### config.mk
export PLATFORM = sky130hd
export DESIGN_NAME = dual_hbridge_pwm_controller
export DESIGN_NICKNAME = d
export VERILOG_FILES = /design/src/hdl/dhpwm_pkg.sv /design/src/hdl/dhpwm_queue.sv /design/src/hdl/dhpwm_front.sv /design/src/hdl/dhpwm_back.sv /design/src/hdl/dual_hbridge_pwm_controller.sv
export SDC_FILE = /design/constraint.sdc
export NUM_CORES = 1
export LEC_CHECK = 0
export ABC_CLOCK_PERIOD_IN_PS = 17450
export BUFFER_PORTS_ARGS = -buffer_cell sky130_fd_sc_hd__clkbuf_2
export CORE_MARGIN = 3
export CORE_UTILIZATION = 55
export DETAILED_ROUTE_END_ITERATION = 7
export PLACE_DENSITY = 0.8
export SLEW_MARGIN = 20
export SYNTH_ARGS = -nofsm -noshare
export SYNTH_HDL_FRONTEND = slang
export SYNTH_SLANG_ARGS = --single-unit
### constraint.sdc
create_clock -name clk -period 17.45 [get_ports clk]
set_clock_uncertainty 0.2 [all_clocks]
set_input_delay 4.3625 -clock clk [delete_from_list [all_inputs] [get_ports clk]]
set_output_delay 4.3625 -clock clk [all_outputs]
set_load 0.01 [all_outputs]
### src/hdl/dhpwm_pkg.sv
package dhpwm_pkg;

  localparam int PERIOD_W = 16;
  localparam int SPEED_W  = 7;
  localparam int DIR_W    = 3;
  localparam int PROD_W   = PERIOD_W + SPEED_W;

  localparam logic [PERIOD_W-1:0] PERIOD_RESET = 16'd1000;
  localparam logic [SPEED_W-1:0]  PERCENT_FULL = 7'd100;

  // floor(x / 100) = (x * DIV_RECIP) >> DIV_SHIFT, exact for x < 2^23
  localparam int               DIV_SHIFT = 30;
  localparam int               RECIP_W   = 24;
  localparam logic [RECIP_W-1:0] DIV_RECIP = 24'd10737419;
  localparam int               MUL_W     = PROD_W + RECIP_W;

  localparam int QDEPTH   = 4;
  localparam int QCNT_W   = $clog2(QDEPTH + 1);
  localparam int OUT_DEPTH = 2;
  localparam int OCNT_W   = $clog2(OUT_DEPTH + 1);

  localparam logic OP_CMD  = 1'b0;
  localparam logic OP_TICK = 1'b1;

  localparam logic signed [DIR_W-1:0] DIR_FWD   = 3'sd1;
  localparam logic signed [DIR_W-1:0] DIR_REV   = -3'sd1;
  localparam logic signed [DIR_W-1:0] DIR_BRAKE = 3'sd0;

  localparam logic [1:0] PINS_FWD   = 2'b10;
  localparam logic [1:0] PINS_REV   = 2'b01;
  localparam logic [1:0] PINS_BRAKE = 2'b11;

  typedef enum logic [1:0] {
    ST_OK        = 2'd0,
    ST_BAD_DIR   = 2'd1,
    ST_BAD_SPEED = 2'd2,
    ST_BAD_MOTOR = 2'd3
  } status_t;

  typedef enum logic [1:0] {
    SEL_A   = 2'd0,
    SEL_B   = 2'd1,
    SEL_ALL = 2'd2,
    SEL_BAD = 2'd3
  } sel_t;

  typedef struct packed {
    logic                is_tick;
    status_t             status;
    sel_t                sel;
    logic [1:0]          pins;
    logic                drive;
    logic [PERIOD_W-1:0] high;
  } item_t;

  typedef struct packed {
    logic    a_in1;
    logic    a_in2;
    logic    b_in1;
    logic    b_in2;
    logic    a_enable;
    logic    b_enable;
    status_t status;
  } result_t;

endpackage

### src/hdl/dhpwm_queue.sv
module dhpwm_queue #(
  parameter int WIDTH = 8,
  parameter int DEPTH = 4
) (
  input  logic                       clk,
  input  logic                       rst,
  input  logic                       push,
  input  logic [WIDTH-1:0]           push_data,
  input  logic                       pop,
  output logic [WIDTH-1:0]           pop_data,
  output logic [$clog2(DEPTH+1)-1:0] count
);

  localparam int PTR_W = (DEPTH > 1) ? $clog2(DEPTH) : 1;
  localparam int CNT_W = $clog2(DEPTH + 1);

  logic [WIDTH-1:0] slots [DEPTH];
  logic [PTR_W-1:0] wr_ptr;
  logic [PTR_W-1:0] rd_ptr;

  function automatic logic [PTR_W-1:0] ptr_inc(input logic [PTR_W-1:0] p);
    logic [PTR_W-1:0] r;
    if (p == PTR_W'(DEPTH - 1)) begin
      r = '0;
    end else begin
      r = p + PTR_W'(1);
    end
    return r;
  endfunction

  assign pop_data = slots[rd_ptr];

  always_ff @(posedge clk) begin
    if (push) begin
      slots[wr_ptr] <= push_data;
    end
  end

  always_ff @(posedge clk) begin
    if (rst) begin
      wr_ptr <= '0;
      rd_ptr <= '0;
      count  <= '0;
    end else begin
      if (push) begin
        wr_ptr <= ptr_inc(wr_ptr);
      end
      if (pop) begin
        rd_ptr <= ptr_inc(rd_ptr);
      end
      if (push && !pop) begin
        count <= count + CNT_W'(1);
      end else if (pop && !push) begin
        count <= count - CNT_W'(1);
      end
    end
  end

  a_no_overflow: assert property (@(posedge clk) disable iff (rst)
    push |-> (count < CNT_W'(DEPTH)) || pop)
    else $error("queue written while full");

  a_no_underflow: assert property (@(posedge clk) disable iff (rst)
    pop |-> count != '0)
    else $error("queue read while empty");

  a_count_bound: assert property (@(posedge clk) disable iff (rst)
    count <= CNT_W'(DEPTH))
    else $error("queue count out of range");

endmodule

### src/hdl/dhpwm_front.sv
module dhpwm_front
  import dhpwm_pkg::*;
(
  input  logic                       clk,
  input  logic                       rst,
  input  logic                       push,
  output logic                       full,
  input  logic                       opcode,
  input  logic [1:0]                 motor_select,
  input  logic signed [DIR_W-1:0]    direction,
  input  logic [SPEED_W-1:0]         speed,
  input  logic                       speed_given,
  input  logic [PERIOD_W-1:0]        period,
  input  logic [QCNT_W-1:0]          q_count,
  output logic                       q_push,
  output item_t                      q_item
);

  logic                accept;
  logic [QCNT_W-1:0]   occupancy;
  logic [SPEED_W-1:0]  spd;
  logic [1:0]          pins;
  status_t             status;
  logic                drive;
  logic [PERIOD_W-1:0] eff_period;
  logic [PROD_W-1:0]   prod;

  logic                s1_valid;
  item_t               s1_item;
  logic [PROD_W-1:0]   s1_prod;
  logic                s2_valid;
  item_t               s2_item;
  logic [MUL_W-1:0]    quot_wide;
  item_t               s1_done;

  // items in flight count against the queue so nothing is dropped
  assign occupancy = q_count + QCNT_W'(s1_valid) + QCNT_W'(s2_valid);
  assign full      = occupancy >= QCNT_W'(QDEPTH);
  assign accept    = push && !full;

  always_comb begin
    spd    = speed_given ? speed : PERCENT_FULL;
    status = ST_OK;
    unique case (direction)
      DIR_FWD:   pins = PINS_FWD;
      DIR_REV:   pins = PINS_REV;
      DIR_BRAKE: pins = PINS_BRAKE;
      default: begin
        pins   = PINS_BRAKE;
        status = ST_BAD_DIR;
      end
    endcase
    if (status == ST_OK && spd > PERCENT_FULL) begin
      status = ST_BAD_SPEED;
    end
    if (status == ST_OK && motor_select == SEL_BAD) begin
      status = ST_BAD_MOTOR;
    end
    drive      = (direction != DIR_BRAKE) && (spd != '0);
    eff_period = (period == '0) ? PERIOD_W'(1) : period;
    prod       = PROD_W'(eff_period) * PROD_W'(spd);
  end

  always_ff @(posedge clk) begin
    if (rst) begin
      s1_valid <= 1'b0;
      s2_valid <= 1'b0;
    end else begin
      s1_valid <= accept;
      s2_valid <= s1_valid;
    end
  end

  // stage one: classify and form period*speed
  always_ff @(posedge clk) begin
    if (accept) begin
      s1_item.is_tick <= (opcode == OP_TICK);
      s1_item.status  <= (opcode == OP_TICK) ? ST_OK : status;
      s1_item.sel     <= sel_t'(motor_select);
      s1_item.pins    <= pins;
      s1_item.drive   <= drive;
      s1_item.high    <= '0;
      s1_prod         <= prod;
    end
  end

  // stage two: divide by 100 through the reciprocal
  assign quot_wide = (MUL_W'(s1_prod) * MUL_W'(DIV_RECIP)) >> DIV_SHIFT;

  always_comb begin
    s1_done      = s1_item;
    s1_done.high = quot_wide[PERIOD_W-1:0];
  end

  always_ff @(posedge clk) begin
    if (s1_valid) begin
      s2_item <= s1_done;
    end
  end

  assign q_push = s2_valid;
  assign q_item = s2_item;

endmodule

### src/hdl/dhpwm_back.sv
module dhpwm_back
  import dhpwm_pkg::*;
#(
  parameter int COUNT_WIDTH = 16
) (
  input  logic                clk,
  input  logic                rst,
  input  logic                go,
  input  item_t               it,
  input  logic [PERIOD_W-1:0] period,
  output result_t             res
);

  localparam int CMP_W = (COUNT_WIDTH > PERIOD_W) ? COUNT_WIDTH : PERIOD_W;

  logic [1:0]             dir_pins        [2];
  logic                   running         [2];
  logic                   phase_high      [2];
  logic [COUNT_WIDTH-1:0] left            [2];
  logic [COUNT_WIDTH-1:0] high_ticks      [2];
  logic [1:0]             dir_pins_next   [2];
  logic                   running_next    [2];
  logic                   phase_high_next [2];
  logic [COUNT_WIDTH-1:0] left_next       [2];
  logic [COUNT_WIDTH-1:0] high_ticks_next [2];

  logic [CMP_W-1:0]       per;
  logic [CMP_W-1:0]       quot;
  logic                   cmd_ok;

  always_comb begin
    logic [COUNT_WIDTH-1:0] dec;
    logic [CMP_W-1:0]       hi_ext;
    logic [CMP_W-1:0]       low_len;
    per    = CMP_W'((period == '0) ? PERIOD_W'(1) : period);
    quot   = CMP_W'(it.high);
    cmd_ok = go && !it.is_tick && (it.status == ST_OK);
    dec     = '0;
    hi_ext  = '0;
    low_len = '0;
    for (int c = 0; c < 2; c++) begin
      dir_pins_next[c]   = dir_pins[c];
      running_next[c]    = running[c];
      phase_high_next[c] = phase_high[c];
      left_next[c]       = left[c];
      high_ticks_next[c] = high_ticks[c];
      hi_ext  = CMP_W'(high_ticks[c]);
      low_len = per - hi_ext;
      dec     = (left[c] != '0) ? left[c] - COUNT_WIDTH'(1) : left[c];
      if (go && it.is_tick && running[c]) begin
        left_next[c] = dec;
        if (dec == '0) begin
          if (phase_high[c]) begin
            if (per > hi_ext) begin
              phase_high_next[c] = 1'b0;
              left_next[c]       = low_len[COUNT_WIDTH-1:0];
            end else begin
              // duty at or above the period: stay high for a whole period
              left_next[c] = per[COUNT_WIDTH-1:0];
            end
          end else if (high_ticks[c] != '0) begin
            phase_high_next[c] = 1'b1;
            left_next[c]       = high_ticks[c];
          end else begin
            left_next[c] = per[COUNT_WIDTH-1:0];
          end
        end
      end else if (cmd_ok && it.sel == SEL_ALL) begin
        dir_pins_next[c]   = PINS_BRAKE;
        running_next[c]    = 1'b0;
        phase_high_next[c] = 1'b0;
        left_next[c]       = '0;
      end else if (cmd_ok && it.sel == sel_t'(2'(c))) begin
        dir_pins_next[c] = it.pins;
        if (it.drive) begin
          high_ticks_next[c] = quot[COUNT_WIDTH-1:0];
          if (!running[c]) begin
            running_next[c]    = 1'b1;
            phase_high_next[c] = 1'b0;
            left_next[c]       = '0;
          end
        end else begin
          running_next[c]    = 1'b0;
          phase_high_next[c] = 1'b0;
          left_next[c]       = '0;
        end
      end
    end
  end

  always_comb begin
    res.a_in1    = dir_pins_next[0][1];
    res.a_in2    = dir_pins_next[0][0];
    res.b_in1    = dir_pins_next[1][1];
    res.b_in2    = dir_pins_next[1][0];
    res.a_enable = running_next[0] && phase_high_next[0];
    res.b_enable = running_next[1] && phase_high_next[1];
    res.status   = it.is_tick ? ST_OK : it.status;
  end

  always_ff @(posedge clk) begin
    if (rst) begin
      for (int c = 0; c < 2; c++) begin
        dir_pins[c]   <= '0;
        running[c]    <= 1'b0;
        phase_high[c] <= 1'b0;
        left[c]       <= '0;
        high_ticks[c] <= '0;
      end
    end else begin
      for (int c = 0; c < 2; c++) begin
        dir_pins[c]   <= dir_pins_next[c];
        running[c]    <= running_next[c];
        phase_high[c] <= phase_high_next[c];
        left[c]       <= left_next[c];
        high_ticks[c] <= high_ticks_next[c];
      end
    end
  end

  a_idle_chan_clear: assert property (@(posedge clk) disable iff (rst)
    !running[0] |-> (left[0] == '0) && !phase_high[0])
    else $error("stopped channel A holds phase state");

  a_reject_holds_pins: assert property (@(posedge clk) disable iff (rst)
    (go && !it.is_tick && it.status != ST_OK) |=>
      (dir_pins[0] == $past(dir_pins[0])) && (dir_pins[1] == $past(dir_pins[1])))
    else $error("rejected command changed direction pins");

  a_stop_all: assert property (@(posedge clk) disable iff (rst)
    (cmd_ok && it.sel == SEL_ALL) |=> !running[0] && !running[1])
    else $error("stop all left a channel running");

endmodule

### src/hdl/dual_hbridge_pwm_controller.sv
// an item passes stage one, stage two, the command queue and the result queue
// throughput: one item per cycle, sustained while results are popped at the same rate
// front: classify plus two-stage period*speed/100, then a 4-entry queue to the back
// back: channel state update on each pop from the queue, into a 2-entry result queue
// reset (rst, synchronous): queues empty, channels stopped, channel pins low, period 1000
module dual_hbridge_pwm_controller
  import dhpwm_pkg::*;
#(
  parameter int COUNT_WIDTH = 16
) (
  input  logic                    clk,
  input  logic                    rst,
  input  logic                    cfg_write,
  input  logic [PERIOD_W-1:0]     cfg_data,
  input  logic                    push,
  output logic                    full,
  input  logic                    opcode,
  input  logic [1:0]              motor_select,
  input  logic signed [DIR_W-1:0] direction,
  input  logic [SPEED_W-1:0]      speed,
  input  logic                    speed_given,
  output logic                    empty,
  input  logic                    pop,
  output logic                    a_in1,
  output logic                    a_in2,
  output logic                    b_in1,
  output logic                    b_in2,
  output logic                    a_enable,
  output logic                    b_enable,
  output logic [1:0]              status
);

  logic [PERIOD_W-1:0] period;
  logic                q_push;
  item_t               q_in;
  item_t               q_out;
  logic [QCNT_W-1:0]   q_count;
  logic                back_go;
  result_t             res_in;
  result_t             res_out;
  logic [OCNT_W-1:0]   out_count;
  logic                out_pop;

  always_ff @(posedge clk) begin
    if (rst) begin
      period <= PERIOD_RESET;
    end else if (cfg_write) begin
      period <= cfg_data;
    end
  end

  dhpwm_front u_front (
    .clk          (clk),
    .rst          (rst),
    .push         (push),
    .full         (full),
    .opcode       (opcode),
    .motor_select (motor_select),
    .direction    (direction),
    .speed        (speed),
    .speed_given  (speed_given),
    .period       (period),
    .q_count      (q_count),
    .q_push       (q_push),
    .q_item       (q_in)
  );

  dhpwm_queue #(
    .WIDTH ($bits(item_t)),
    .DEPTH (QDEPTH)
  ) u_cmd_queue (
    .clk       (clk),
    .rst       (rst),
    .push      (q_push),
    .push_data (q_in),
    .pop       (back_go),
    .pop_data  (q_out),
    .count     (q_count)
  );

  assign back_go = (q_count != '0) && (out_count < OCNT_W'(OUT_DEPTH));

  dhpwm_back #(
    .COUNT_WIDTH (COUNT_WIDTH)
  ) u_back (
    .clk    (clk),
    .rst    (rst),
    .go     (back_go),
    .it     (q_out),
    .period (period),
    .res    (res_in)
  );

  dhpwm_queue #(
    .WIDTH ($bits(result_t)),
    .DEPTH (OUT_DEPTH)
  ) u_res_queue (
    .clk       (clk),
    .rst       (rst),
    .push      (back_go),
    .push_data (res_in),
    .pop       (out_pop),
    .pop_data  (res_out),
    .count     (out_count)
  );

  assign empty    = (out_count == '0);
  assign out_pop  = pop && !empty;
  assign a_in1    = res_out.a_in1;
  assign a_in2    = res_out.a_in2;
  assign b_in1    = res_out.b_in1;
  assign b_in2    = res_out.b_in2;
  assign a_enable = res_out.a_enable;
  assign b_enable = res_out.b_enable;
  assign status   = res_out.status;

endmodule
-- After elaboration in Yosys (flattened, before gate mapping)
Memory sizes are Yosys's and may differ from the RTL's. A register that Yosys moved wholly into a read port is not among the register bits.
Cells that the tools add are included.
- bits in registers: 84
- memory bits (writable): 184
- input bits: 35
- output and inout port bits: 10
- word-level logic and storage cells: 206
- memories kept: 7
- memory list (memory ; depth ; bits a word ; read ports ; clocked after Yosys merged registers in ; write ports ; line ; source):
    u_cmd_queue.slots ; 4 ; 24 ; 1 ; 1 ; 1 ; dhpwm_queue.sv:17 ; logic [WIDTH-1:0] slots [DEPTH];
    u_back.high_ticks ; 2 ; 16 ; 2 ; 0 ; 2 ; dhpwm_back.sv:20 ; logic [COUNT_WIDTH-1:0] high_ticks [2];
    u_back.left ; 2 ; 16 ; 2 ; 0 ; 2 ; dhpwm_back.sv:19 ; logic [COUNT_WIDTH-1:0] left [2];
    u_res_queue.slots ; 2 ; 8 ; 1 ; 1 ; 1 ; dhpwm_queue.sv:17 ;
    u_back.dir_pins ; 2 ; 2 ; 2 ; 0 ; 2 ; dhpwm_back.sv:16 ; logic [1:0] dir_pins [2];
    u_back.phase_high ; 2 ; 1 ; 2 ; 0 ; 2 ; dhpwm_back.sv:18 ; logic phase_high [2];
    +1 memories ; - ; - ; - ; - ; - ; - ;
- add/subtract/negate cells: 14
- $mul: 2
- magnitude comparators: 5
- equal/unequal tests: 7
- muxes and demuxes: 95
- bitwise gates (word level): 10
- reductions and logical operators: 45
- operator list (cell ; count):
    16-bit 2-to-1 mux ; 33
    16-bit nonzero test ; 4
    16-bit zero test ; 3
    23-bit by 24-bit multiplier with 46-bit output, second input constant ; 1
    1-bit 2-to-1 mux ; 41
    2-bit 2-to-1 mux ; 17
    16-bit greater-than comparator ; 2
    16-bit by 1-bit subtractor with 16-bit output, second input constant ; 2
    16-bit subtractor ; 2
    16-bit by 7-bit multiplier with 23-bit output ; 1
    1-bit logical AND ; 20
    2-bit zero test ; 5
    1-bit OR ; 10
    2-bit == test, second input constant ; 4
    7-bit greater-than comparator, second input constant ; 1
    7-bit 2-to-1 mux ; 1
    7-bit nonzero test ; 1
    2-bit by 1-bit adder with 2-bit output, second input constant ; 3
    3-bit by 1-bit adder with 3-bit output ; 2
    1-bit zero test ; 6
    3-bit 2-to-1 mux ; 2
    3-bit nonzero test ; 2
    2-bit one-hot mux with 2 select lines ; 1
    2-bit nonzero test ; 2
    other kinds (11) ; 12

-- Logic depth before layout (Yosys ltp)
Gate-level depths: netlist of the first run.
- word-level depth: 9
- mapped depth: 25

-- Modules after synthesis
A second synthesis of the first run with hierarchy kept.
- cell total of the unflattened synthesis: 2692
- area total of the unflattened synthesis: 26675.6 um^2
- by module, submodules not included (module ; instances ; cells each ; area each (um^2) ; seq. area each (um^2)):
    dhpwm_front ; 1 ; 1463 ; 14722.9 ; 1691.6
    dhpwm_back ; 1 ; 959 ; 6628.9 ; 1441.4
    dhpwm_queue at u_cmd_queue ; 1 ; 169 ; 3933.8 ; 3062.9
    dhpwm_queue at u_res_queue ; 1 ; 45 ; 770.7 ; 580.6
    dual_hbridge_pwm_controller ; 1 ; 56 ; 619.3 ; 320.3

-- Worst setup path before layout of the first run
Ideal clock, no wire load.
- kind: input to register
- from: input speed_given
- to: register u_front.s1_prod[21], data pin
- library setup time: 0.258 ns
- arrival: 8.930 ns
- setup slack: 8.063 ns
- cell stages on the path: 19
- path buffers: 2
- cell sequence: clkbuf_1 -> nand2b_1 -> clkbuf_1 -> and2_1 -> fa_1 -> fa_1 -> fa_1 -> inv_1 -> fa_1 -> inv_1 -> ha_1 -> o21ai_0 -> nor2b_1 -> o31ai_1 -> o41ai_1 -> o21ai_0 -> a31o_2 -> a21oi_1 -> xnor2_1
- cells in the longest elaborated chain, start to end: 2
- RTL lines (item ; line ; source):
    start: declaration ; dual_hbridge_pwm_controller.sv:21 ; input logic speed_given,
    7-bit 2-to-1 mux ; dhpwm_front.sv:42 ; spd = speed_given ? speed : PERCENT_FULL;
    16-bit by 7-bit multiplier with 23-bit output ; dhpwm_front.sv:61 ; prod = PROD_W'(eff_period) * PROD_W'(spd);
    net u_front.prod[21] ; dhpwm_front.sv:26 ; logic [PROD_W-1:0] prod;
    end signal: assignment ; dhpwm_front.sv:83 ; s1_prod <= prod;
    end: declaration ; dhpwm_front.sv:30 ; logic [PROD_W-1:0] s1_prod;
The timed path passes the listed nets, and every way through them passes these cells.
A chain may end at the register's enable or synchronous reset.

-- Worst setup path in the final report of the first run
Ends and elaborated chain as after synthesis.

==> results of run 1 <==
-- path summary, 6_finish.rpt --
kind              cells after the start                          start                            end
setup / recovery                     20                    speed_given  u_front.s1_prod[21]$_DFFE_PP_
hold / removal                        0  u_front.s1_done[20]$_DFFE_PP_   u_front.q_item[20]$_DFFE_PP_
setup reg to reg                     23  u_front.s1_prod[14]$_DFFE_PP_   u_front.q_item[12]$_DFFE_PP_
hold reg to reg                       0  u_front.s1_done[20]$_DFFE_PP_   u_front.q_item[20]$_DFFE_PP_
-- state kept, by name (all words and copies together), names as in the netlist, named ones only --
name                cells
u_front.s1_prod        23
u_front.s1_done         8
u_cmd_queue.wr_ptr      2
u_res_queue.wr_ptr      1
u_cmd_queue.rd_ptr      2
u_back.running          2
u_res_queue.rd_ptr      1
u_back.phase_high       2
u_res_queue.slots      16
u_back.left            32
u_cmd_queue.count       3
u_front.s1_valid        1
u_res_queue.count       2
u_cmd_queue.slots      96
u_front.q_push          1
period                 16
u_back.dir_pins         4
u_back.high_ticks      32
u_front.q_item         24
-- cells in the mapped netlist, types with 5 or more instances --
library cell | instances | area share (%)
o21bai_1 | 9 | 0.26
xor2_1 | 29 | 0.98
and3_1 | 50 | 1.2
or2_2 | 12 | 0.29
a211oi_1 | 16 | 0.46
nand4_1 | 19 | 0.46
ha_1 | 325 | 16
buf_2 | 8 | 0.15
nand2_1 | 110 | 1.6
fa_1 | 266 | 21
mux2i_1 | 54 | 2.1
a2111oi_0 | 6 | 0.20
a21o_1 | 26 | 0.75
a221oi_1 | 5 | 0.17
o41ai_1 | 10 | 0.34
o2111ai_1 | 6 | 0.20
nor4_1 | 25 | 0.60
nor2_1 | 180 | 2.6
o31ai_1 | 13 | 0.38
nand2b_1 | 20 | 0.48
inv_1 | 434 | 6.3
o21a_1 | 15 | 0.43
nor3_1 | 46 | 0.89
or3_1 | 12 | 0.29
mux2_2 | 8 | 0.35
and2_1 | 44 | 1.1
edfxtp_1 | 167 | 19
a211o_1 | 9 | 0.30
nand3_1 | 26 | 0.50
clkbuf_1 | 76 | 1.1
a21oi_1 | 94 | 1.8
o21ai_0 | 81 | 1.6
a31oi_1 | 15 | 0.36
a21boi_0 | 6 | 0.17
a31o_2 | 5 | 0.17
and4_1 | 5 | 0.17
nor2b_1 | 30 | 0.72
dfxtp_1 | 104 | 8.0
mux4_2 | 24 | 2.1
o22ai_1 | 11 | 0.27
xnor2_1 | 42 | 1.4
-- layer usage --
layer,part of all wire [%],vias to the layer above
li1,-,8652
met1,40,9302
met2,50,653
met3,5.8,161
met4,4.5,0
met5,0,-
-- stage by stage --
step	hold WS [ns]	setup slack, ns	util, %	instances	instance area [sq um]
floorplan	0.2003	8.063	-	2539	25960
global placement	0.2033	7.089	57.95	3103	26640
detailed placement	0.2052	7.021	57.95	3103	26640
CTS	0.2228	7.573	59.80	3151	27490
global route	0.2341	7.177	59.83	3151	27500
finish	0.2213	7.458	59.83	3151	27500
-- logic make-up after synthesis --
family | after synthesis | share of synthesized area (%)
fa+ha+maj | 591 | 36.18
simple gates | 614 | 12.16
xor+xnor | 71 | 2.395
buf+inv | 530 | 7.846
flops | 271 | 27.34
mux | 86 | 4.511
compound gates | 376 | 9.572
-- critical path: stages --
cell      delay, ns
clkbuf_2       0.50
nand2b_1       0.55
and2_1         0.35
fa_1           0.50
inv_1          0.05
fa_1           0.53
inv_1          0.05
fa_1           0.47
inv_1          0.05
fa_1           0.48
inv_1          0.05
ha_1           0.21
or3_1          0.37
a21oi_1        0.17
o31ai_1        0.15
o41ai_1        0.49
o21ai_0        0.23
a31o_2         0.28
a21oi_1        0.17
xnor2_1        0.08
-- final cells by class --
| cell class | count | area [sq um] | area share [%] |
|---|---|---|---|
| Multi-Input combinational cell | 1738 | 16840 | 61.24 |
| Timing Repair Buffer | 58 | 325.3 | 1.183 |
| Clock inverter | 16 | 146.4 | 0.5323 |
| Tap cell | 600 | 750.7 | 2.730 |
| Inverter | 436 | 1637 | 5.951 |
| Clock buffer | 32 | 704.4 | 2.562 |
| Sequential cell | 271 | 7097 | 25.81 |
==> impl_metrics.ini, run 1 <==
[grt]
grt_pass1_wl_mm = 101.6
overflow = 0
grt_util_all_layers_pct = 25.37
grt_start_max_net_pins = 85
antenna_found_initial = 1
grt_util_met3_pct = 3.013
met1_usage_pct = 32.37
grt_util_met2_pct = 44.18
busiest_layer = met2
grt_pass1_vias = 19330

[clock_tree]
clock-root-buffer = clkbuf_16
cts_setup_buffers = 0
cts_buffers = 27
clk_pin_slew_ns = 0.06
cts_tree = built
clock-sinks = 271
htreeDepth = 1
ctsHoldBuffers = 0
cts_resized = 0
cts.path.max_buffers = 3
clock_latency_ns = 0.57

[finish]
n_fill_cell = 3710
area_growth_pct = 5.928
final_common_cell = inv_1
nets = 3158
diodes = 0
drive_gt1_share_pct = 6.625
mostFrequentLayoutCells = inv_1, ha_1, fa_1

[sta]
slew_violations = 0
finalHoldViolCount = 0
tns_ns = 0
fin_crit_sh_pct = 57.26
worst_pin_slew_ns = 1.025
timing.final.crit_period_ns = 9.992
setup_viol = 0
max_freq_ghz = 0.1001
max_slew_margin_pct = 31.08
rsz0062_at_grt = false

[floorplan]
dieArea_sq_um = 49850
rows = 78
die_w_microns = 223.3
pin_count = 45
core_area_sq_um = 45970
dieHeight_microns = 223.3
start_util_pct = 56.48

[logic_synthesis]
synthFlopType = edfxtp_1
netlist_instances = 2539
yosysWarningCount = 0
ys_seq_elements = 271
async_flop_share_pct = 0
syn-mean-instance-area_sq_um = 10.22
yosysSeqAreaShare_pct = 27.34
synthesis.area_sq_um = 25960
synthDistinctLibCells = 88
synth_edf_count = 167
synth_fp_nets = 3165

[route]
drtIter0Drc = 1552
vias_per_cell = 5.956
ant_nets = 0
num_vias = 18770
dr.pass1.iters = 7
wirelength_mm = 63.12
remaining_drc_errors = 0
drt-wirelength-per-cell_microns = 20.03

[place]
hpwl_mm = 50.03
portBuffers = 44
gp_congestion = 0.9575

[worst_setup_path]
cp_data_required_time_ns = 17.56
cp-end-kind = register
critPathLaunchType = primary input
r2r_slack_ns = 9.68
crit_type = in -> reg
critPathMaxFanout = 41
arrival_ns = 10.10

[outcome]
status = finished, final reports clean

[flow_run]
drv_cap = 0

[worst_hold_path]
min_path_type = reg -> reg
Power of run 1 is left out: the tool's default activity adds up to more than one toggle a clock period on the data nets, which glitch-free logic cannot reach.
==> run 2, diff against run 1 <==
- ABC_CLOCK_PERIOD_IN_PS: 17450 -> 8600
- PLACE_DENSITY: 0.8 -> 0.83
- clock period: 17.45 -> 8.6 ns (I/O delays scaled with it)
==> run 2 against run 1 <==
Effect of this change:
- utilization rose by 0.25 points
- wire length rose by 2.2%
- critical path depth rose by 3
- hold slack improved by 0.0099 ns
- non-clock buffer count rose by 8
- sequential share of layout area fell by 0.11 points
- critical path type is now reg -> reg
- setup slack got worse by 6.5 ns
- first-iteration DRC count fell by 2.4%
- global-route usage rose by 0.73 points
- clock-buffer cell count rose by 2
- highest routed layer is now met5
- register-to-register slack got worse by 8.8 ns
- design area rose by 0.42%
==> impl_metrics.ini, run 2 (synthesis results as in run 1) <==
[floorplan]
dieArea_sq_um = 49850
start_util_pct = 56.48
pin_count = 45
rows = 78
core_area_sq_um = 45970
dieHeight_microns = 223.3
die_w_microns = 223.3

[worst_setup_path]
cp-end-kind = register
crit_family = adder cells
arrival_ns = 7.82
critPathMaxFanout = 7
cpPeakStageDelay_ns = 0.57
cp_data_required_time_ns = 8.75
crit_chain = inv_1 -> fa_1 -> inv_1 -> fa_1 -> inv_1 -> fa_1 -> fa_1 -> inv_1 -> fa_1 -> fa_1 -> inv_1 -> fa_1 -> inv_1 -> ha_1 -> a21o_1 -> a2111oi_0 -> nand3_1 -> or2_2 -> o311a_1 -> o22a_1 -> a21oi_1 -> o21bai_1 -> xor2_1
critPathLaunchType = register
crit_top_cell = fa_1
crit_type = reg -> reg
crit_buf_inv = 6
slowest_stage = edfxtp_1

[clock_tree]
cts_setup_buffers = 0
cts_buffers = 27
htreeDepth = 1
clk_pin_slew_ns = 0.06
ctsHoldBuffers = 0
clock-sinks = 271
clock_latency_ns = 0.57
cts.path.max_buffers = 3
cts_tree = built
clock-root-buffer = clkbuf_16
cts_resized = 0

[sta]
setup_viol = 0
rsz0062_at_grt = false
slew_violations = 0
max_freq_ghz = 0.1304
fin_crit_sh_pct = 89.19
max_slew_margin_pct = 28.64
tns_ns = 0
finalHoldViolCount = 0
timing.final.crit_period_ns = 7.671
worst_pin_slew_ns = 1.057

[finish]
register_area_sq_um = 7097
n_fill_cell = 3616
multi_input_area_sq_um = 16840
drive_gt1_share_pct = 7.185
largest_reg_flops = 96
final_common_cell = inv_1
area_growth_pct = 6.376
nets = 3166
regMostFlops = u_cmd_queue.slots
mostFrequentLayoutCells = inv_1, ha_1, fa_1
top_regs = u_cmd_queue.slots: 96 flops, u_back.high_ticks: 32 flops, u_back.left: 32 flops
diodes = 0

[route]
ant_nets = 0
dr.pass1.iters = 6
num_vias = 18810
drt-wirelength-per-cell_microns = 20.40
wirelength_mm = 64.47
remaining_drc_errors = 0
drtIter0Drc = 1515
vias_per_cell = 5.949

[grt]
grt_pass1_wl_mm = 104.4
grt_util_all_layers_pct = 26.10
antenna_found_initial = 1
grt_start_max_net_pins = 85
overflow = 0
grt_pass1_vias = 19690

[outcome]
status = finished, final reports clean

[place]
gp_congestion = 0.9926
portBuffers = 44
hpwl_mm = 50.48

[worst_hold_path]
min_path_type = reg -> reg

[flow_run]
drv_cap = 0
[run 2: cell count changes in the layout (fill, tap and decap cells not counted), moves of 2 or more]
cell	change
clkinv_1	-4
clkinvlp_4	+2
clkinv_4	+4
buf_4	+8
clkbuf_16	+2
[run 2: metrics by stage]
stage               util [%]  hold WS [ns]  area (sq um)  cells  setup slack (ns)
finish                 60.08        0.2312         27620   3161            0.9293
global route           60.08        0.2350         27620   3161            0.5426
CTS                    60.05        0.2323         27600   3161            0.9485
detailed placement     58.08        0.2105         26700   3111            0.5537
global placement       58.08        0.2034         26700   3111            0.6328
floorplan                  -        0.2003         25960   2539             1.425
[run 2: final cells by class]
cell class                 instances  area share [%]
clock buffer                      34           2.768
clock inverter                    16          0.5165
inverter                         436           5.926
multi-input combinational       1738           60.98
sequential                       271           25.70
tap                              600           2.718
timing repair buffer              66           1.395
[run 2: path summary, 6_finish.rpt]
path	cells past startpoint	slack [ns]	from	end
worst max-delay path	23	0.93	u_front.s1_prod[6]$_DFFE_PP_	u_front.q_item[2]$_DFFE_PP_
worst min-delay path	0	0.23	u_front.s1_done[19]$_DFFE_PP_	u_front.q_item[19]$_DFFE_PP_
worst max register to register	23	0.93	u_front.s1_prod[6]$_DFFE_PP_	u_front.q_item[2]$_DFFE_PP_
worst min register to register	0	0.23	u_front.s1_done[19]$_DFFE_PP_	u_front.q_item[19]$_DFFE_PP_
[run 2: worst reg2reg max path: stages, from the launching register on]
cell       delay [ns]
edfxtp_1         0.57
inv_1            0.16
fa_1             0.54
inv_1            0.08
fa_1             0.54
inv_1            0.07
fa_1             0.50
fa_1             0.54
inv_1            0.06
fa_1             0.48
fa_1             0.50
inv_1            0.05
fa_1             0.48
inv_1            0.04
ha_1             0.32
a21o_1           0.19
a2111oi_0        0.55
nand3_1          0.17
or2_2            0.31
o311a_1          0.16
o22a_1           0.24
a21oi_1          0.29
o21bai_1         0.12
xor2_1           0.30
[run 2: routing by layer]
layer | part of all wire, % | wire (microns) | GRT usage (%) | up-vias
met5 | 0.026 | 17 | 0 | -
met4 | 5.3 | 3388 | 12.43 | 2
met3 | 6.3 | 4036 | 3.461 | 188
met2 | 49 | 31810 | 45.02 | 732
met1 | 39 | 25220 | 32.56 | 9229
li1 | - | - | - | 8654
Power of run 2 is left out for the same reason.
